File: config.mk
export PLATFORM = sky130hd
export DESIGN_NAME = delimited_frame_fifo
export DESIGN_NICKNAME = d
export VERILOG_FILES = /design/src/rtl/core/dlmfifo_pkg.sv /design/src/rtl/core/dlmfifo_ctrl.sv /design/src/rtl/core/dlmfifo_dp.sv /design/src/rtl/core/delimited_frame_fifo.sv
export SDC_FILE = /design/constraint.sdc
export NUM_CORES = 1
export LEC_CHECK = 0
export CAP_MARGIN = 20
export CORE_UTILIZATION = 45
export DETAILED_ROUTE_END_ITERATION = 10
export DONT_BUFFER_PORTS = 1
export PLACE_DENSITY = 0.69
export REMOVE_ABC_BUFFERS = 1
export SLEW_MARGIN = 15
export SYNTH_ARGS = -nofsm -noshare
export SYNTH_HDL_FRONTEND = slang
export SYNTH_SLANG_ARGS = --single-unit
export TNS_END_PERCENT = 20
File: constraint.sdc
create_clock -name aclk -period 5.2 [get_ports aclk]
set_input_delay 1.04 -clock aclk [delete_from_list [all_inputs] [get_ports aclk]]
set_output_delay 1.04 -clock aclk [all_outputs]
set_load 0.01 [all_outputs]
File: src/rtl/core/dlmfifo_pkg.sv
// ============================================================================
// dlmfifo_pkg
// Shared types and constants for the delimited frame FIFO: command codes,
// field widths and the command/status bundles between controller and
// datapath.
// ============================================================================
package dlmfifo_pkg;

    // Default geometry
    localparam int DEPTH_DEFAULT      = 32;
    localparam int DATA_WIDTH_DEFAULT = 8;

    // Field widths
    localparam int CMD_W     = 2;
    localparam int BYTE_W    = 8;
    localparam int FILL_W    = 6;
    localparam int S_TDATA_W = 16;
    localparam int M_TDATA_W = 16;
    localparam int CFG_IDX_W = 1;

    // Command codes
    localparam logic [CMD_W-1:0] CMD_PUSH  = 2'd0;
    localparam logic [CMD_W-1:0] CMD_POP   = 2'd1;
    localparam logic [CMD_W-1:0] CMD_FRAME = 2'd2;
    localparam logic [CMD_W-1:0] CMD_CHECK = 2'd3;

    // Configuration register indexes
    localparam logic [CFG_IDX_W-1:0] CFG_DELIM_FIRST  = 1'd0;
    localparam logic [CFG_IDX_W-1:0] CFG_DELIM_SECOND = 1'd1;

    // Commands from controller to datapath
    typedef struct packed {
        logic load;        // capture the input transaction
        logic push;        // write one entry at the tail
        logic pop;         // remove one entry at the head
        logic scan_start;  // begin a frame scan at offset one
        logic scan_step;   // advance the frame scan by one entry
        logic len_load;    // delimiter found: latch frame length, rewind scan
        logic idx_clear;   // rewind scan offset to the head
        logic emit;        // load the output register
        logic emit_ok;
        logic emit_data;   // output carries the head entry
        logic emit_last;
    } dlmfifo_ctrl_t;

    // Status from datapath to controller
    typedef struct packed {
        logic empty;
        logic full;
        logic below_two;   // fewer than two entries stored
        logic pair_hit;    // delimiter pair at the current scan position
        logic scan_end;    // scan position is the newest stored entry
        logic pop_last;    // one frame entry left to pop
        logic tail_hit;    // delimiter check result
        logic out_free;    // output register can take a result
    } dlmfifo_stat_t;

endpackage

File: src/rtl/core/dlmfifo_ctrl.sv
// ============================================================================
// dlmfifo_ctrl
// Controller state machine: takes one transaction at a time, sequences the
// single-entry commands, the frame scan and the frame pop.
// ============================================================================
module dlmfifo_ctrl (
    input  logic                        aclk,
    input  logic                        aresetn,
    input  logic                        s_tvalid,
    output logic                        s_tready,
    input  logic [dlmfifo_pkg::CMD_W-1:0] s_command,
    input  dlmfifo_pkg::dlmfifo_stat_t  stat,
    output dlmfifo_pkg::dlmfifo_ctrl_t  ctrl
);
    import dlmfifo_pkg::*;

    localparam logic [1:0] ST_IDLE = 2'd0;
    localparam logic [1:0] ST_EXEC = 2'd1;
    localparam logic [1:0] ST_SCAN = 2'd2;
    localparam logic [1:0] ST_POP  = 2'd3;

    logic [1:0]       st_reg;
    logic [1:0]       st_next;
    logic [CMD_W-1:0] cmd_reg;
    logic             accept;

    assign s_tready = (st_reg == ST_IDLE);
    assign accept   = s_tvalid && s_tready;

    // Hold state and the latched command
    always_ff @(posedge aclk) begin
        if (!aresetn) begin
            st_reg  <= ST_IDLE;
            cmd_reg <= CMD_PUSH;
        end else begin
            st_reg <= st_next;
            if (accept) begin
                cmd_reg <= s_command;
            end
        end
    end

    // Decode next state and datapath commands
    always_comb begin
        st_next = st_reg;
        ctrl    = '0;
        unique case (st_reg)
            ST_IDLE: begin
                ctrl.load = accept;
                if (accept) begin
                    st_next = ST_EXEC;
                end
            end
            ST_EXEC: begin
                unique case (cmd_reg)
                    CMD_PUSH: begin
                        if (stat.out_free) begin
                            ctrl.emit      = 1'b1;
                            ctrl.emit_ok   = !stat.full;
                            ctrl.emit_last = 1'b1;
                            ctrl.push      = !stat.full;
                            st_next        = ST_IDLE;
                        end
                    end
                    CMD_POP: begin
                        if (stat.out_free) begin
                            ctrl.emit      = 1'b1;
                            ctrl.emit_ok   = !stat.empty;
                            ctrl.emit_data = !stat.empty;
                            ctrl.emit_last = 1'b1;
                            ctrl.pop       = !stat.empty;
                            st_next        = ST_IDLE;
                        end
                    end
                    CMD_FRAME: begin
                        if (!stat.below_two) begin
                            ctrl.scan_start = 1'b1;
                            st_next         = ST_SCAN;
                        end else if (stat.out_free) begin
                            ctrl.emit      = 1'b1;
                            ctrl.emit_last = 1'b1;
                            st_next        = ST_IDLE;
                        end
                    end
                    CMD_CHECK: begin
                        if (stat.out_free) begin
                            ctrl.emit      = 1'b1;
                            ctrl.emit_ok   = stat.tail_hit;
                            ctrl.emit_last = 1'b1;
                            st_next        = ST_IDLE;
                        end
                    end
                    default: begin
                        st_next = ST_IDLE;
                    end
                endcase
            end
            ST_SCAN: begin
                if (stat.pair_hit) begin
                    ctrl.len_load = 1'b1;
                    st_next       = ST_POP;
                end else if (stat.scan_end) begin
                    // No delimiter among stored entries: refuse once
                    if (stat.out_free) begin
                        ctrl.emit      = 1'b1;
                        ctrl.emit_last = 1'b1;
                        ctrl.idx_clear = 1'b1;
                        st_next        = ST_IDLE;
                    end
                end else begin
                    ctrl.scan_step = 1'b1;
                end
            end
            ST_POP: begin
                if (stat.out_free) begin
                    ctrl.emit      = 1'b1;
                    ctrl.emit_ok   = 1'b1;
                    ctrl.emit_data = 1'b1;
                    ctrl.emit_last = stat.pop_last;
                    ctrl.pop       = 1'b1;
                    if (stat.pop_last) begin
                        st_next = ST_IDLE;
                    end
                end
            end
            default: begin
                st_next = ST_IDLE;
            end
        endcase
    end

endmodule

File: src/rtl/core/dlmfifo_dp.sv
// ============================================================================
// dlmfifo_dp
// Datapath: entry memory with registered read, pointers and count, scan
// offset and frame length, delimiter registers, tail history and the output
// register.
// ============================================================================
module dlmfifo_dp #(
    parameter int DEPTH      = dlmfifo_pkg::DEPTH_DEFAULT,
    parameter int DATA_WIDTH = dlmfifo_pkg::DATA_WIDTH_DEFAULT
) (
    input  logic                             aclk,
    input  logic                             aresetn,
    input  dlmfifo_pkg::dlmfifo_ctrl_t       ctrl,
    output dlmfifo_pkg::dlmfifo_stat_t       stat,
    input  logic [dlmfifo_pkg::BYTE_W-1:0]   s_data_in,
    input  logic                             cfg_we,
    input  logic [dlmfifo_pkg::CFG_IDX_W-1:0] cfg_idx,
    input  logic [dlmfifo_pkg::BYTE_W-1:0]   cfg_wdata,
    output logic                             m_tvalid,
    input  logic                             m_tready,
    output logic                             m_ok,
    output logic [dlmfifo_pkg::BYTE_W-1:0]   m_data_out,
    output logic                             m_last,
    output logic [dlmfifo_pkg::FILL_W-1:0]   m_fill_level
);
    import dlmfifo_pkg::*;

    localparam int PTR_W = (DEPTH > 1) ? $clog2(DEPTH) : 1;
    localparam int CNT_W = $clog2(DEPTH + 1);
    localparam int CMP_W = (DATA_WIDTH > BYTE_W) ? DATA_WIDTH : BYTE_W;
    localparam int FW    = (CNT_W > FILL_W) ? CNT_W : FILL_W;

    localparam logic [PTR_W-1:0] PTR_LAST  = PTR_W'(DEPTH - 1);
    localparam logic [PTR_W:0]   DEPTH_SUM = (PTR_W + 1)'(DEPTH);
    localparam logic [CNT_W-1:0] CNT_DEPTH = CNT_W'(DEPTH);
    localparam logic [CNT_W-1:0] CNT_ONE   = CNT_W'(1);
    localparam logic [CNT_W-1:0] CNT_TWO   = CNT_W'(2);

    logic [DATA_WIDTH-1:0] mem [DEPTH];
    logic [DATA_WIDTH-1:0] rd_data_reg;
    logic [DATA_WIDTH-1:0] prev_reg;
    logic [DATA_WIDTH-1:0] last1_reg;
    logic [DATA_WIDTH-1:0] last2_reg;
    logic [BYTE_W-1:0]     din_reg;
    logic [BYTE_W-1:0]     delim_first_reg;
    logic [BYTE_W-1:0]     delim_second_reg;

    logic [PTR_W-1:0] rd_reg;
    logic [PTR_W-1:0] rd_next;
    logic [PTR_W-1:0] wp_reg;
    logic [CNT_W-1:0] cnt_reg;
    logic [CNT_W-1:0] cnt_next;
    logic [PTR_W-1:0] idx_reg;
    logic [PTR_W-1:0] idx_next;
    logic [CNT_W-1:0] len_reg;
    logic [PTR_W:0]   addr_sum;
    logic [PTR_W-1:0] rd_addr;

    logic [CMP_W-1:0]      din_ext;
    logic [DATA_WIDTH-1:0] din_keep;
    logic [CMP_W-1:0]      rd_ext;
    logic [FW-1:0]         fill_ext;
    logic                  out_free;

    logic                  out_valid_reg;
    logic                  out_ok_reg;
    logic [BYTE_W-1:0]     out_data_reg;
    logic                  out_last_reg;
    logic [FILL_W-1:0]     out_fill_reg;

    // Keep the pushed byte to the entry width
    assign din_ext  = CMP_W'(din_reg);
    assign din_keep = din_ext[DATA_WIDTH-1:0];
    assign rd_ext   = CMP_W'(rd_data_reg);

    // Next head pointer, count and scan offset
    always_comb begin
        rd_next = rd_reg;
        if (ctrl.pop) begin
            rd_next = (rd_reg == PTR_LAST) ? '0 : rd_reg + 1'b1;
        end
        cnt_next = cnt_reg;
        if (ctrl.push) begin
            cnt_next = cnt_reg + 1'b1;
        end else if (ctrl.pop) begin
            cnt_next = cnt_reg - 1'b1;
        end
        idx_next = idx_reg;
        if (ctrl.scan_start) begin
            idx_next = PTR_W'(1);
        end else if (ctrl.scan_step) begin
            idx_next = idx_reg + 1'b1;
        end else if (ctrl.len_load || ctrl.idx_clear) begin
            idx_next = '0;
        end
    end

    // Read address follows the next head and offset so read data lines up
    assign addr_sum = (PTR_W + 1)'(rd_next) + (PTR_W + 1)'(idx_next);
    assign rd_addr  = (addr_sum >= DEPTH_SUM) ? PTR_W'(addr_sum - DEPTH_SUM)
                                              : addr_sum[PTR_W-1:0];

    // Entry memory
    always_ff @(posedge aclk) begin
        if (ctrl.push) begin
            mem[wp_reg] <= din_keep;
        end
    end

    always_ff @(posedge aclk) begin
        rd_data_reg <= mem[rd_addr];
    end

    // Pointers, count, scan offset and configuration
    always_ff @(posedge aclk) begin
        if (!aresetn) begin
            rd_reg           <= '0;
            wp_reg           <= '0;
            cnt_reg          <= '0;
            idx_reg          <= '0;
            delim_first_reg  <= '0;
            delim_second_reg <= '0;
        end else begin
            rd_reg  <= rd_next;
            cnt_reg <= cnt_next;
            idx_reg <= idx_next;
            if (ctrl.push) begin
                wp_reg <= (wp_reg == PTR_LAST) ? '0 : wp_reg + 1'b1;
            end
            if (cfg_we) begin
                unique case (cfg_idx)
                    CFG_DELIM_FIRST:  delim_first_reg  <= cfg_wdata;
                    CFG_DELIM_SECOND: delim_second_reg <= cfg_wdata;
                    default: ;
                endcase
            end
        end
    end

    // Payload: input byte, scan history, tail history, frame length
    always_ff @(posedge aclk) begin
        if (ctrl.load) begin
            din_reg <= s_data_in;
        end
        if (ctrl.scan_start || ctrl.scan_step) begin
            prev_reg <= rd_data_reg;
        end
        if (ctrl.push) begin
            last2_reg <= last1_reg;
            last1_reg <= din_keep;
        end
        if (ctrl.len_load) begin
            len_reg <= CNT_W'(idx_reg) + 1'b1;
        end else if (ctrl.pop) begin
            len_reg <= len_reg - 1'b1;
        end
    end

    // Status toward the controller
    assign out_free = !out_valid_reg || m_tready;

    always_comb begin
        stat.empty     = (cnt_reg == '0);
        stat.full      = (cnt_reg == CNT_DEPTH);
        stat.below_two = (cnt_reg < CNT_TWO);
        stat.pair_hit  = (CMP_W'(prev_reg) == CMP_W'(delim_first_reg))
                      && (CMP_W'(rd_data_reg) == CMP_W'(delim_second_reg));
        stat.scan_end  = ((CNT_W'(idx_reg) + 1'b1) == cnt_reg);
        stat.pop_last  = (len_reg == CNT_ONE);
        stat.tail_hit  = ((delim_first_reg == '0) && (delim_second_reg == '0))
                      || ((cnt_reg >= CNT_TWO)
                          && (CMP_W'(last2_reg) == CMP_W'(delim_first_reg))
                          && (CMP_W'(last1_reg) == CMP_W'(delim_second_reg)));
        stat.out_free  = out_free;
    end

    // Output register
    assign fill_ext = FW'(cnt_next);

    always_ff @(posedge aclk) begin
        if (!aresetn) begin
            out_valid_reg <= 1'b0;
        end else if (ctrl.emit) begin
            out_valid_reg <= 1'b1;
        end else if (m_tready) begin
            out_valid_reg <= 1'b0;
        end
    end

    always_ff @(posedge aclk) begin
        if (ctrl.emit) begin
            out_ok_reg   <= ctrl.emit_ok;
            out_data_reg <= ctrl.emit_data ? rd_ext[BYTE_W-1:0] : '0;
            out_last_reg <= ctrl.emit_last;
            out_fill_reg <= fill_ext[FILL_W-1:0];
        end
    end

    assign m_tvalid     = out_valid_reg;
    assign m_ok         = out_ok_reg;
    assign m_data_out   = out_data_reg;
    assign m_last       = out_last_reg;
    assign m_fill_level = out_fill_reg;

`ifndef SYNTHESIS
    a_cnt_bound: assert property (@(posedge aclk) disable iff (!aresetn)
        cnt_reg <= CNT_DEPTH)
        else $error("stored count above depth");

    a_push_room: assert property (@(posedge aclk) disable iff (!aresetn)
        ctrl.push |-> !stat.full)
        else $error("write into a full buffer");

    a_pop_data: assert property (@(posedge aclk) disable iff (!aresetn)
        ctrl.pop |-> !stat.empty)
        else $error("pop from an empty buffer");

    a_emit_room: assert property (@(posedge aclk) disable iff (!aresetn)
        ctrl.emit |-> out_free)
        else $error("result overwrites a pending result");

    a_empty_ptrs: assert property (@(posedge aclk) disable iff (!aresetn)
        (cnt_reg == '0) |-> (wp_reg == rd_reg))
        else $error("pointers disagree with an empty count");
`endif

endmodule

File: src/rtl/core/delimited_frame_fifo.sv
// ============================================================================
// delimited_frame_fifo
// Circular entry FIFO that pops whole frames ending in a two-entry
// delimiter, plus single push, single pop and tail delimiter check.
// ============================================================================
//
//  Channel | Direction | Fields (from bit 0 up)
//  --------+-----------+----------------------------------------------------
//  s_      | in        | tdata: command[1:0], data_in[9:2], zero pad[15:10]
//  m_      | out       | tdata: ok[0], data_out[8:1], fill_level[14:9],
//          |           |        zero pad[15]; tlast: last
//  cfg_    | in        | cfg_idx 0 delim_first, 1 delim_second
//
//  Push, pop and check are accepted in the idle state, then done in the
//  execute state. Pop frame scans from the head for the delimiter pair and
//  pops the frame one entry per result; with no pair among stored entries,
//  or fewer than two stored, it refuses. The frame scan walks stored entries
//  one per cycle through the single read port of the entry memory.
//  Reset (aresetn low, synchronous) clears pointers, count, delimiters and
//  control; memory contents are not cleared. An m_ stall holds only steps that
//  emit a result; s_tready is high only between transactions.
//
module delimited_frame_fifo #(
    parameter int DEPTH      = dlmfifo_pkg::DEPTH_DEFAULT,
    parameter int DATA_WIDTH = dlmfifo_pkg::DATA_WIDTH_DEFAULT
) (
    input  logic                                aclk,
    input  logic                                aresetn,
    input  logic                                s_tvalid,
    output logic                                s_tready,
    input  logic [dlmfifo_pkg::S_TDATA_W-1:0]   s_tdata,  // command, data_in
    output logic                                m_tvalid,
    input  logic                                m_tready,
    output logic [dlmfifo_pkg::M_TDATA_W-1:0]   m_tdata,  // ok, data_out, fill_level
    output logic                                m_tlast,
    input  logic                                cfg_we,
    input  logic [dlmfifo_pkg::CFG_IDX_W-1:0]   cfg_idx,
    input  logic [dlmfifo_pkg::BYTE_W-1:0]      cfg_wdata
);
    import dlmfifo_pkg::*;

    dlmfifo_ctrl_t     ctrl;
    dlmfifo_stat_t     stat;
    logic [CMD_W-1:0]  s_command;
    logic [BYTE_W-1:0] s_data_in;
    logic              m_ok;
    logic [BYTE_W-1:0] m_data_out;
    logic [FILL_W-1:0] m_fill_level;

    // Unpack the input transaction
    assign s_command = s_tdata[CMD_W-1:0];
    assign s_data_in = s_tdata[CMD_W+BYTE_W-1:CMD_W];

    dlmfifo_ctrl u_ctrl (
        .aclk      (aclk),
        .aresetn   (aresetn),
        .s_tvalid  (s_tvalid),
        .s_tready  (s_tready),
        .s_command (s_command),
        .stat      (stat),
        .ctrl      (ctrl)
    );

    dlmfifo_dp #(
        .DEPTH      (DEPTH),
        .DATA_WIDTH (DATA_WIDTH)
    ) u_dp (
        .aclk         (aclk),
        .aresetn      (aresetn),
        .ctrl         (ctrl),
        .stat         (stat),
        .s_data_in    (s_data_in),
        .cfg_we       (cfg_we),
        .cfg_idx      (cfg_idx),
        .cfg_wdata    (cfg_wdata),
        .m_tvalid     (m_tvalid),
        .m_tready     (m_tready),
        .m_ok         (m_ok),
        .m_data_out   (m_data_out),
        .m_last       (m_tlast),
        .m_fill_level (m_fill_level)
    );

    // Pack the result transaction
    assign m_tdata = {1'b0, m_fill_level, m_data_out, m_ok};

endmodule

=== Word-level counts from Yosys, hierarchy flattened ===
Memory sizes are Yosys's and may differ from the RTL's. A register that Yosys moved wholly into a read port is not among the register bits.
Index checks and enable logic that the tools add are counted.

* $add $sub $neg: 9
* $mul: 0
* Divide/modulo/power cells: 0
* Order comparisons: 3
* Eq/ne operators: 19
* Shifts and indexed selects: 0
* Mux-type cells: 56
* Bitwise logic cells: 1
* Reductions and logical operators: 24

{| class="wikitable"
|+ Operator list
! cell !! number
|-
| 5-bit 2-to-1 mux || 7
|-
| 8-bit == test || 4
|-
| 2-bit 2-to-1 mux || 12
|-
| 6-bit 2-to-1 mux || 4
|-
| 1-bit 2-to-1 mux || 21
|-
| 8-bit zero test || 2
|-
| 5-bit by 1-bit adder with 5-bit output (second input constant) || 3
|-
| 1-bit one-hot mux with 3 select lines || 4
|-
| 6-bit by 1-bit subtractor with 6-bit output (second input constant) || 2
|-
| 5-bit == test (second input constant) || 2
|-
| 2-bit == test (second input constant) || 4
|-
| 4-bit 2-to-1 mux || 2
|-
| 2-bit one-hot mux with 2 select lines || 2
|-
| 2-bit one-hot mux with 4 select lines || 1
|-
| 5-bit by 1-bit adder with 6-bit output (second input constant) || 1
|-
| 5-bit by 5-bit adder with 6-bit output || 1
|-
| 6-bit by 1-bit adder with 6-bit output (second input constant) || 1
|-
| 6-bit by 1-bit == test with 1-bit output (second input constant) || 1
|-
| 6-bit == test || 1
|-
| 6-bit == test (second input constant) || 1
|-
| 6-bit by 2-bit >= comparator with 1-bit output (second input constant) || 1
|-
| 6-bit >= comparator (second input constant) || 1
|-
| 6-bit zero test || 1
|-
| 6-bit by 2-bit < comparator with 1-bit output (second input constant) || 1
|-
| other kinds (18) || 32
|}

* Flip-flop bits (word level): 96
* Bits in latches: 0
* Memory bits (writable): 256
* Memory bits (read-only): 0
* Input bits: 30
* Output and inout bits: 19
* Word-level logic and storage cells: 131
* Memories: 1

{| class="wikitable"
|+ Memories
! name !! depth !! bits a word !! read ports !! clocked after memory_dff !! write ports !! line !! text
|-
| u_dp.mem || 32 || 8 || 1 || 1 || 1 || dlmfifo_dp.sv:39 || <nowiki>logic [DATA_WIDTH-1:0] mem [DEPTH];</nowiki>
|}

=== Depth between registers and ports, before layout ===
Gate-level depths: netlist of the first run.

* Depth in word-level cells: 13
* Gate-level depth with buffers: 17
* Mapped depth without buffers: 17

=== Modules after synthesis ===
From an unflattened synthesis of the first run, not the netlist that was laid out.

* Cell total of the unflattened synthesis: 938
* Area, all modules: 15095.7 µm²

{| class="wikitable"
|+ Modules (own cells, without submodules)
! module !! times used !! cells each !! area each (µm²) !! sequential area each (µm²)
|-
| dlmfifo_dp || 1 || 877 || 14586.5 || 10229.8
|-
| dlmfifo_ctrl || 1 || 58 || 490.5 || 80.1
|-
| delimited_frame_fifo || 1 || 3 || 18.8 || 0.0
|}

=== Least setup slack after synthesis of the first run ===
No wires, ideal clock.

* Path type: register to register
* Start point: register u_dp.idx_reg[0]
* End point: register u_dp.rd_data_reg[0], read port of u_dp.mem
* Library setup time: 0.121 ns
* Arrival time: 4.625 ns
* Required time: 5.079 ns
* Slack: 0.454 ns
* Stages on the path, launching flop included: 16
* Buffers on the path: 1
* Period minus slack after synthesis: 4.746 ns
* Path through: dfxtp_1 > ha_1 > xor3_1 > nor3_1 > nand4_1 > or2_4 > o31ai_1 > mux2i_1 > nand2_1 > ha_1 > inv_1 > fa_1 > xnor2_1 > buf_2 > mux4_2 > mux2_2

* Word-level cells in the longest chain between the ends: 12
* Elaborated cells between the ends (all ways): 16
* Those cells by class: add/sub: 4; order compare: 1; eq/ne: 1; mux: 9; reduce/logical: 1

{| class="wikitable"
|+ RTL lines
! element !! line !! text
|-
| from (decl) || dlmfifo_dp.sv:53 || <nowiki>logic [PTR_W-1:0] idx_reg;</nowiki>
|-
| from (signal assigned) || dlmfifo_dp.sv:126 || <nowiki>idx_reg <= idx_next;</nowiki>
|-
| 5-bit by 1-bit adder with 6-bit output || dlmfifo_dp.sv:168 || <nowiki>stat.scan_end = ((CNT_W'(idx_reg) + 1'b1) == cnt_reg);</nowiki>
|-
| 6-bit == test || dlmfifo_dp.sv:168 ||
|-
| 2-bit 2-to-1 mux || dlmfifo_ctrl.sv:102 || <nowiki>end else if (stat.scan_end) begin</nowiki>
|-
| 2-bit 2-to-1 mux || dlmfifo_ctrl.sv:99 || <nowiki>if (stat.pair_hit) begin</nowiki>
|-
| 3-bit 2-to-1 mux || dlmfifo_ctrl.sv:47 || <nowiki>unique case (st_reg)</nowiki>
|-
| 1-bit logical OR || dlmfifo_dp.sv:93 || <nowiki>end else if (ctrl.len_load || ctrl.idx_clear) begin</nowiki>
|-
| 5-bit 2-to-1 mux || dlmfifo_dp.sv:93 ||
|-
| 5-bit 2-to-1 mux * || dlmfifo_dp.sv:91 || <nowiki>end else if (ctrl.scan_step) begin</nowiki>
|-
| 5-bit 2-to-1 mux * || dlmfifo_dp.sv:89 || <nowiki>if (ctrl.scan_start) begin</nowiki>
|-
| named net u_dp.idx_next[0] || dlmfifo_dp.sv:54 || <nowiki>logic [PTR_W-1:0] idx_next;</nowiki>
|-
| 5-bit by 5-bit adder with 6-bit output * || dlmfifo_dp.sv:99 || <nowiki>assign addr_sum = (PTR_W + 1)'(rd_next) + (PTR_W + 1)'(idx_next);</nowiki>
|-
| 5-bit by 1-bit subtractor with 5-bit output or 6-bit >= comparator (tied branches) || dlmfifo_dp.sv:100 || <nowiki>assign rd_addr = (addr_sum >= DEPTH_SUM) ? PTR_W'(addr_sum - DEPTH_SUM)</nowiki>
|-
| 5-bit 2-to-1 mux * || dlmfifo_dp.sv:100 ||
|-
| to (decl) || dlmfifo_dp.sv:40 || <nowiki>logic [DATA_WIDTH-1:0] rd_data_reg;</nowiki>
|}

The timed path passes the listed nets; every way through them passes the cells marked *.
A chain may end at the register's enable or synchronous reset.

=== Worst setup path after layout of the first run ===
* Start point: register u_dp.idx_reg[1]
* End point: register u_dp.rd_data_reg[4], read port of u_dp.mem

* Word-level cells in the longest chain between the ends: 12
* Elaborated cells between the ends (all ways): 16
* Those cells by class: add/sub: 4; order compare: 1; eq/ne: 1; mux: 9; reduce/logical: 1

{| class="wikitable"
|+ RTL lines
! element !! line
|-
| 5-bit by 1-bit adder with 6-bit output * || dlmfifo_dp.sv:168
|-
| 6-bit == test * || dlmfifo_dp.sv:168
|-
| 2-bit 2-to-1 mux || dlmfifo_ctrl.sv:102
|-
| 2-bit 2-to-1 mux || dlmfifo_ctrl.sv:99
|-
| 3-bit 2-to-1 mux * || dlmfifo_ctrl.sv:47
|-
| 1-bit logical OR || dlmfifo_dp.sv:93
|-
| 5-bit 2-to-1 mux || dlmfifo_dp.sv:93
|-
| 5-bit 2-to-1 mux * || dlmfifo_dp.sv:91
|-
| 5-bit 2-to-1 mux * || dlmfifo_dp.sv:89
|-
| named net u_dp.idx_next[0] || dlmfifo_dp.sv:54
|-
| 5-bit by 5-bit adder with 6-bit output * || dlmfifo_dp.sv:99
|-
| 5-bit by 1-bit subtractor with 5-bit output or 6-bit >= comparator (tied branches) || dlmfifo_dp.sv:100
|-
| 5-bit 2-to-1 mux * || dlmfifo_dp.sv:100
|}

Marks and branches as above.

==> impl_table.tex, run 1 <==
\begin{tabular}{lr}
\hline
Metric & Value \\
\hline
\multicolumn{2}{l}{\textbf{Clock tree}} \\
\quad Postcts setup bufs & 0 \\
\quad Insertion delay of the later-clocked pin in the worst-skew pair & between 0.5 and 0.6 ns \\
\quad Deepest clock path buffer count & 3 \\
\quad Depth of the CTS H-tree & 2 \\
\quad CTS root buffer & sky130\_fd\_sc\_hd\_\_clkbuf\_16 \\
\quad CTS Buf Count & 38 \\
\quad Clk sink count & 360 \\
\quad Post-CTS Hold Buffers & 0 \\
\quad CTS tree & done \\
\quad Count of instances resized after the clock tree is built & 0 \\
\quad Clock transition at the registers of the reported paths & 0.06 ns \\
\multicolumn{2}{l}{\textbf{Yosys}} \\
\quad Async S/R FF share, synth & 0\% \\
\quad Number of flops mapped to enable cells by yosys & 310 \\
\quad Cell accounting for the most synthesized area & sky130\_fd\_sc\_hd\_\_edfxtp\_1 \\
\quad Ys flop type & sky130\_fd\_sc\_hd\_\_edfxtp\_1 \\
\quad Ranking of synthesized cells by area & sky130\_fd\_sc\_hd\_\_edfxtp\_1 63\%, sky130\_fd\_sc\_hd\_\_mux4\_2 12\%, sky130\_fd\_sc\_hd\_\_dfxtp\_1 6.7\% \\
\quad Share of the synthesized area in the top cell type & 62.6\% \\
\quad \#FFs+latches synth & 360 \\
\quad Distinct cells, synth & 58 \\
\quad Share of the yosys chip area belonging to registers & between 60\% and 70\% \\
\quad Cells after Synth & approximately 870 \\
\quad Synthesis Warnings & 0 \\
\quad Avg Cell Area, Syn & 17.1 um2 \\
\quad Summed instance area of the synthesized netlist & approximately 15,000 um2 \\
\multicolumn{2}{l}{\textbf{Min path}} \\
\quad Worst min path class & register to register \\
\multicolumn{2}{l}{\textbf{Final layout}} \\
\quad Post-route cell area & around 17,000 um2 \\
\quad Leading cell types in the layout, fill and taps excluded & 310 x sky130\_fd\_sc\_hd\_\_edfxtp\_1, 80 x sky130\_fd\_sc\_hd\_\_mux4\_2, 69 x sky130\_fd\_sc\_hd\_\_nor2\_1 \\
\quad Number of inserted filler cells in the final layout & 2,634 \\
\quad Largest register FFs & roughly 260 \\
\quad Total area of multi-input combinational cells & $\sim$4400 um2 \\
\quad Storage element area & 10,300 um2 \\
\quad Final core utilization & between 50\% and 60\% \\
\quad Layout area overhead & 12.7\% \\
\quad Post-Layout Cell Count & $\sim$1,400 \\
\quad Diodes inserted & 0 \\
\quad Reg with most FFs & u\_dp.mem \\
\quad Most common cell after layout, fill and taps aside & sky130\_fd\_sc\_hd\_\_edfxtp\_1 \\
\quad Final nets & $\sim$950 \\
\quad Ratio of cells with drive above 1 in the final layout & 19.2\% \\
\multicolumn{2}{l}{\textbf{Run status}} \\
\quad Run status & completed \\
\multicolumn{2}{l}{\textbf{Routing}} \\
\quad Remaining number of nets flagged by the antenna check after routing & 0 \\
\quad Top sig layer & met4 \\
\quad Drt via density & approximately 5.5 \\
\quad Count of unresolved DRC violations after routing & 0 \\
\quad Routed length on met3 & $\sim$1700 um \\
\quad Wire length per cell after detailed routing & between 20 and 25 um \\
\quad DRC marker count from the first detailed-route iteration & approximately 680 \\
\quad Sum of routed wire segments on met1 & about 13,000 um \\
\quad Drt pass-1 iters & 5 \\
\quad Via count of the routed design & 7,533 \\
\quad Wire length after detailed routing & approximately 30,000 um \\
\quad DR WL met2 & roughly 14,000 um \\
\multicolumn{2}{l}{\textbf{Floorplanning}} \\
\quad I/O pin count & between 40 and 50 \\
\quad Placement row count & 66 \\
\quad Die area & about 34,000 um2 \\
\quad Area of the placeable core & 32,500 um2 \\
\quad Initial Utilization & between 40\% and 50\% \\
\quad Die extent in y & between 150 and 200 um \\
\quad Die Wd & between 150 and 200 um \\
\multicolumn{2}{l}{\textbf{Job}} \\
\quad Number of max-cap violations & 0 \\
\multicolumn{2}{l}{\textbf{Critical path}} \\
\quad Worst setup path endpoint & u\_dp.rd\_data\_reg[4]\$\_DFF\_P\_ \\
\quad Highest net fanout along the worst path & 41 \\
\quad Critical path launch point type & register \\
\quad Nature of the critical path endpoint & register \\
\quad Data arrival time of the worst path & $\sim$5.1 ns \\
\quad Register-to-register setup slack & 0.52 ns \\
\quad Launch point of the worst reg-to-reg path & u\_dp.idx\_reg[1]\$\_SDFF\_PN0\_ \\
\quad Critical register-to-register path endpoint & u\_dp.rd\_data\_reg[4]\$\_DFF\_P\_ \\
\quad First element of the critical path & u\_dp.idx\_reg[1]\$\_SDFF\_PN0\_ \\
\quad Req. time, crit path & 5.61 ns \\
\quad Worst setup path category & register to register \\
\quad Count of cells along the worst register-to-register path & 16 \\
\multicolumn{2}{l}{\textbf{GRT}} \\
\quad Total routing usage reported by global routing & roughly 18\% \\
\quad Antenna violations before repair & 0 \\
\quad Pin count of the biggest net entering global routing & 42 \\
\quad Grt total ovfl & 0 \\
\quad Via count of the first global-routing pass & around 7,500 \\
\quad First-pass GRT wire length & around 45,000 um \\
\multicolumn{2}{l}{\textbf{STA}} \\
\quad Total count of hold-check failures in the final report & 0 \\
\quad Final number of max-transition violations & 0 \\
\quad Final critical delay including setup and external delays & 4.68 ns \\
\quad Setup repair after global routing missed its margin & false \\
\quad Highest clock frequency the design can meet & $\sim$210 MHz \\
\quad Share of the clock period used by the worst path & between 90\% and 100\% \\
\quad Final-report setup violation count & 0 \\
\quad Worst setup slack after layout & approximately 0.52 ns \\
\quad Worst Skew & 0.00916 ns \\
\quad Fin Hold WS & around 0.47 ns \\
\quad Slew margin rel. & between 20\% and 30\% \\
\quad Slew @ Worst Pin & between 1 and 1.5 ns \\
\multicolumn{2}{l}{\textbf{Placed design}} \\
\quad Port Buf Inserts & 0 \\
\quad Placer's final routability congestion estimate & roughly 0.86 \\
\quad Standard cell area after detailed placement & roughly 15,000 um2 \\
\quad Post-detail-place hpwl & 18,500 um \\
\quad Setup WS pre-CTS & 0.535 ns \\
\quad Number of placed cells counting well taps & around 1,300 \\
\multicolumn{2}{l}{\textbf{Power and ir drop}} \\
\quad Worst supply voltage drop on vdd & approximately 280 uV \\
\quad Leakage power total & roughly 0.0055 uW \\
\quad Cell area power density & about 360 nW/um2 \\
\hline
\end{tabular}
-- power breakdown --
part	total (uW)	switching (uW)	internal (uW)
registers	3220	45.7	3180
logic	179	104	74.9
clock network	2590	1060	1530
total	5990	1210	4780
-- synthesized netlist by cell type, types with 6 or more instances --
master                     count
sky130_fd_sc_hd__nor3_1        9
sky130_fd_sc_hd__a31oi_1       6
sky130_fd_sc_hd__mux4_2       80
sky130_fd_sc_hd__xor2_1       22
sky130_fd_sc_hd__clkbuf_1     21
sky130_fd_sc_hd__nor2b_1       6
sky130_fd_sc_hd__nand3_1      16
sky130_fd_sc_hd__and2_1       20
sky130_fd_sc_hd__nand2_1      41
sky130_fd_sc_hd__mux2_2       10
sky130_fd_sc_hd__o21ai_0      12
sky130_fd_sc_hd__buf_2        12
sky130_fd_sc_hd__nand4_1       9
sky130_fd_sc_hd__a21oi_1      30
sky130_fd_sc_hd__inv_1        15
sky130_fd_sc_hd__xnor2_1      29
sky130_fd_sc_hd__nor2_1       69
sky130_fd_sc_hd__mux2i_1      11
sky130_fd_sc_hd__ha_1         25
sky130_fd_sc_hd__nor4_1        9
sky130_fd_sc_hd__edfxtp_1    310
sky130_fd_sc_hd__dfxtp_1      50
-- how the worst min path moves through the flow --
stage	startpoint	to	slack, ns	cells past startpoint
5_1_grt	u_dp.last1_reg[3]$_DFFE_PP_	u_dp.last2_reg[3]$_DFFE_PP_	0.49	0
2_1_floorplan	u_dp.rd_data_reg[0]$_DFF_P_	u_dp.prev_reg[0]$_DFFE_PP_	0.44	0
3_3_place_gp	u_dp.last1_reg[7]$_DFFE_PP_	u_dp.last2_reg[7]$_DFFE_PP_	0.45	0
4_1_cts	u_dp.last1_reg[7]$_DFFE_PP_	u_dp.last2_reg[7]$_DFFE_PP_	0.47	0
6_report	u_dp.last1_reg[7]$_DFFE_PP_	u_dp.last2_reg[7]$_DFFE_PP_	0.47	0
3_5_place_dp	u_dp.last1_reg[7]$_DFFE_PP_	u_dp.last2_reg[7]$_DFFE_PP_	0.46	0
-- stage by stage --
step                      total power, uW  setup TNS (ns)
final                                5990               0
after global routing                 6180               0
after CTS                            6030               0
after detailed placement             3450               0
after global placement               3440               0
after floorplan                      3380           -6.98
-- area by class of cell --
cell class                      count  area share, %
Multi-Input combinational cell    458           26.1
Timing Repair Buffer               19           1.66
Tap cell                          442           3.30
Inverter                           15          0.336
Clock buffer                       51           6.34
Sequential cell                   360           61.5
Clock inverter                     16          0.769
-- layer usage --
metal	global-route usage, %	vias up
li1	-	3433
met1	25.2	3844
met2	28.3	211
met3	3.29	45
met4	5.37	0
met5	0	-
-- critical path, cell delays in order, from the launching register on --
cell	delay, ns
sky130_fd_sc_hd__dfxtp_1	0.35
sky130_fd_sc_hd__ha_1	0.25
sky130_fd_sc_hd__xor3_1	0.33
sky130_fd_sc_hd__nor3_1	0.21
sky130_fd_sc_hd__nand4_1	0.17
sky130_fd_sc_hd__or2_4	0.28
sky130_fd_sc_hd__o31ai_1	0.23
sky130_fd_sc_hd__buf_4	0.17
sky130_fd_sc_hd__mux2i_1	0.08
sky130_fd_sc_hd__nand2_1	0.16
sky130_fd_sc_hd__ha_4	0.14
sky130_fd_sc_hd__inv_1	0.05
sky130_fd_sc_hd__fa_2	0.64
sky130_fd_sc_hd__buf_12	0.28
sky130_fd_sc_hd__mux4_2	0.38
sky130_fd_sc_hd__mux4_2	0.51
sky130_fd_sc_hd__mux2_2	0.29
-- kinds of logic after synthesis --
group | synth area share, %
simple gates | 6.86
xor+xnor | 3.35
other cells | 0.0252
flops | 69.4
fa+ha+maj | 2.24
mux | 13.6
buf+inv | 1.49
compound gates | 3.02
No activity file was read; power rests on OpenSTA's default activity.
==> inputs of run 2 (changes only) <==
--- a/config.mk
+++ b/config.mk
@@ -6,10 +6,10 @@
 export NUM_CORES = 1
 export LEC_CHECK = 0
 export CAP_MARGIN = 20
-export CORE_UTILIZATION = 45
+export CORE_UTILIZATION = 35
 export DETAILED_ROUTE_END_ITERATION = 10
 export DONT_BUFFER_PORTS = 1
-export PLACE_DENSITY = 0.69
+export PLACE_DENSITY = 0.58
 export REMOVE_ABC_BUFFERS = 1
 export SLEW_MARGIN = 15
 export SYNTH_ARGS = -nofsm -noshare
==> impl_table.tex, run 2 (same netlist as run 1, synthesis figures left out) <==
\begin{tabular}{lr}
\hline
Metric & Value \\
\hline
\multicolumn{2}{l}{\textbf{Final layout}} \\
\quad Leading cell types in the layout, fill and taps excluded & 310 x sky130\_fd\_sc\_hd\_\_edfxtp\_1, 80 x sky130\_fd\_sc\_hd\_\_mux4\_2, 69 x sky130\_fd\_sc\_hd\_\_nor2\_1 \\
\quad Final core utilization & 40.2\% (-11 points) \\
\quad Largest register FFs & 256 (unchanged) \\
\quad Final nets & 949 (+0.11\%) \\
\quad Total area of multi-input combinational cells & 4360 um2 (unchanged) \\
\quad Diodes inserted & 0 (unchanged) \\
\quad Ratio of cells with drive above 1 in the final layout & 19.4\% (+0.24 points) \\
\quad Number of inserted filler cells in the final layout & 3,766 (+43\%) \\
\quad Most common cell after layout, fill and taps aside & sky130\_fd\_sc\_hd\_\_edfxtp\_1 \\
\quad Storage element area & 10,300 um2 (unchanged) \\
\quad Layout area overhead & 13.4\% \\
\quad Reg with most FFs & u\_dp.mem \\
\multicolumn{2}{l}{\textbf{Placed design}} \\
\quad Post-detail-place hpwl & 19,900 um (+8.0\%) \\
\quad Setup WS pre-CTS & 0.462 ns (-0.0723 ns) \\
\quad Placer's final routability congestion estimate & 0.808 (-6.5\%) \\
\quad Port Buf Inserts & 0 (unchanged) \\
\multicolumn{2}{l}{\textbf{GRT}} \\
\quad Pin count of the biggest net entering global routing & 35 (-17\%) \\
\quad Grt total ovfl & 0 (unchanged) \\
\quad First-pass GRT wire length & 47,100 um (+4.9\%) \\
\quad Via count of the first global-routing pass & 7,610 (+1.6\%) \\
\quad Antenna violations before repair & 0 (unchanged) \\
\quad Total routing usage reported by global routing & 14.3\% (-3.5 points) \\
\multicolumn{2}{l}{\textbf{Clock tree}} \\
\quad Postcts setup bufs & 0 (unchanged) \\
\quad Depth of the CTS H-tree & 2 (unchanged) \\
\quad Clock transition at the registers of the reported paths & 0.06 ns (about the same) \\
\quad CTS Buf Count & 38 (unchanged) \\
\quad CTS tree & done \\
\quad Deepest clock path buffer count & 3 (unchanged) \\
\quad Insertion delay of the later-clocked pin in the worst-skew pair & 0.52 ns (about the same) \\
\quad Post-CTS Hold Buffers & 0 (unchanged) \\
\quad Count of instances resized after the clock tree is built & 0 (unchanged) \\
\quad CTS root buffer & sky130\_fd\_sc\_hd\_\_clkbuf\_16 \\
\quad Clk sink count & 360 (unchanged) \\
\multicolumn{2}{l}{\textbf{Routing}} \\
\quad DRC marker count from the first detailed-route iteration & 510 (-25\%) \\
\quad Wire length after detailed routing & 30,400 um (+4.2\%) \\
\quad Drt via density & 5.09 (-8.0\%) \\
\quad Drt pass-1 iters & 5 (unchanged) \\
\quad Via count of the routed design & 7,421 (-1.5\%) \\
\quad Count of unresolved DRC violations after routing & 0 (unchanged) \\
\quad Wire length per cell after detailed routing & 20.9 um (-2.7\%) \\
\quad Remaining number of nets flagged by the antenna check after routing & 0 (unchanged) \\
\multicolumn{2}{l}{\textbf{STA}} \\
\quad Worst Skew & 0.0210 ns (+0.0118 ns) \\
\quad Share of the clock period used by the worst path & 90.8\% (+0.80 points) \\
\quad Final critical delay including setup and external delays & 4.72 ns (+0.0419 ns) \\
\quad Final sum of negative setup slack & 0 ns (unchanged) \\
\quad Worst setup slack after layout & 0.477 ns (-0.0419 ns) \\
\quad Highest clock frequency the design can meet & 212 MHz (-0.89\%) \\
\quad Slew margin rel. & 29.3\% (-0.085 points) \\
\quad Final-report setup violation count & 0 (unchanged) \\
\quad Final number of max-transition violations & 0 (unchanged) \\
\quad Setup repair after global routing missed its margin & false \\
\quad Fin Hold WS & 0.476 ns (+0.00831 ns) \\
\quad Slew @ Worst Pin & 1.06 ns (+0.00529 ns) \\
\quad Total count of hold-check failures in the final report & 0 (unchanged) \\
\multicolumn{2}{l}{\textbf{Critical path}} \\
\quad Count of cells along the worst register-to-register path & 16 (unchanged) \\
\quad Nature of the critical path endpoint & register \\
\quad Levels on crit path & 16 (unchanged) \\
\quad Cell-by-cell trace of the critical path & ha\_1, xor3\_1, nor3\_1, nand4\_1, or2\_4, o31ai\_1, buf\_4, mux2i\_1, nand2\_1, ha\_4, inv\_1, fa\_2, buf\_12, mux4\_2, mux4\_2, mux2\_2 \\
\quad Data arrival time of the worst path & 5.11 ns (+0.02 ns) \\
\quad Cell with the most instances on the worst path & sky130\_fd\_sc\_hd\_\_mux4\_2 \\
\quad Register-to-register setup slack & 0.48 ns (-0.04 ns) \\
\quad Critical path launch point type & register \\
\quad Req. time, crit path & 5.59 ns (-0.02 ns) \\
\quad Highest net fanout along the worst path & 30 (-27\%) \\
\quad Launch point of the worst reg-to-reg path & u\_dp.idx\_reg[1]\$\_SDFF\_PN0\_ \\
\quad Worst path max stage delay & 0.64 ns (about the same) \\
\quad Family with the most delay on the worst path & multiplexers \\
\quad Worst setup path endpoint & u\_dp.rd\_data\_reg[2]\$\_DFF\_P\_ \\
\quad CP max-delay cell & sky130\_fd\_sc\_hd\_\_fa\_2 \\
\quad Critical register-to-register path endpoint & u\_dp.rd\_data\_reg[2]\$\_DFF\_P\_ \\
\quad Combined buffer and inverter count along the critical path & 3 (unchanged) \\
\quad Worst setup path category & register to register \\
\quad First element of the critical path & u\_dp.idx\_reg[1]\$\_SDFF\_PN0\_ \\
\multicolumn{2}{l}{\textbf{Floorplanning}} \\
\quad Die Wd & 208 um (+13\%) \\
\quad I/O pin count & 49 (unchanged) \\
\quad Initial Utilization & 35.4\% (-10 points) \\
\quad Placement row count & 75 (+14\%) \\
\quad Die extent in y & 208 um (+13\%) \\
\quad Die area & 43,300 um2 (+28\%) \\
\quad Area of the placeable core & 41,900 um2 (+29\%) \\
\multicolumn{2}{l}{\textbf{Power and ir drop}} \\
\quad Worst supply voltage drop on vdd & 194 uV (-31\%) \\
\quad Final Total Pwr & 5940 uW (-0.77\%) \\
\quad Cell area power density & 353 nW/um2 (-1.4\%) \\
\quad Leakage power total & 0.00547 uW (about the same) \\
\multicolumn{2}{l}{\textbf{Min path}} \\
\quad Hold Crit Depth & 0 (unchanged) \\
\quad Beginning of the worst hold path & u\_dp.last1\_reg[1]\$\_DFFE\_PP\_ \\
\quad Worst min path class & register to register \\
\multicolumn{2}{l}{\textbf{Run status}} \\
\quad Run status & completed \\
\multicolumn{2}{l}{\textbf{Job}} \\
\quad Number of max-cap violations & 0 (unchanged) \\
\hline
\end{tabular}
[run 2: cell types whose count changed in the layout (fill, tap and decap cells not counted)]
cell / previous run / this run
sky130_fd_sc_hd__inv_6: 1 / 0
sky130_fd_sc_hd__clkbuf_1: 9 / 8
sky130_fd_sc_hd__buf_8: 6 / 4
sky130_fd_sc_hd__buf_4: 7 / 9
sky130_fd_sc_hd__clkbuf_16: 40 / 39
sky130_fd_sc_hd__clkinv_2: 2 / 5
sky130_fd_sc_hd__clkinv_8: 0 / 1
sky130_fd_sc_hd__inv_16: 0 / 1
sky130_fd_sc_hd__clkinv_1: 9 / 7
sky130_fd_sc_hd__clkinv_4: 1 / 0
[run 2: area by class of cell]
cell class	count	share of cell area [%]
inverter	15	0.334
multi-input combinational	458	25.9
clock buffer	48	5.98
clock inverter	17	0.920
timing repair buffer	20	1.71
sequential	360	61.2
tap	539	4.00
[run 2: stage by stage]
stage	cell area [um2]	std cells
6_report	16900	1457
5_1_grt	16900	1457
4_1_cts	16800	1452
3_5_place_dp	15600	1387
3_3_place_gp	15600	1385
2_1_floorplan	14700	833
[run 2: where the power goes]
group / leakage [uW] / switching, uW / internal [uW]
Combinational: 0.00169 / 109 / 75.1
Sequential: 0.00321 / 43.2 / 3170
Clock: 0.000568 / 1070 / 1480
Total: 0.00547 / 1220 / 4730
[run 2: metal layers]
metal,routed length (um),up-vias,GRT usage [%]
li1,-,3422,-
met1,13400,3795,19.5
met2,15000,163,23.8
met3,1410,41,2.51
met4,632,0,3.63
met5,0,-,0
[run 2: how the worst min path moves through the flow]
stage / endpoint / slack, ns
after CTS: u_dp.last2_reg[1]$_DFFE_PP_ / 0.48
after detailed placement: u_dp.last2_reg[0]$_DFFE_PP_ / 0.47
final: u_dp.last2_reg[1]$_DFFE_PP_ / 0.48
after global routing: u_dp.last2_reg[0]$_DFFE_PP_ / 0.50
after global placement: u_dp.last2_reg[0]$_DFFE_PP_ / 0.46
after floorplan: u_dp.prev_reg[0]$_DFFE_PP_ / 0.44
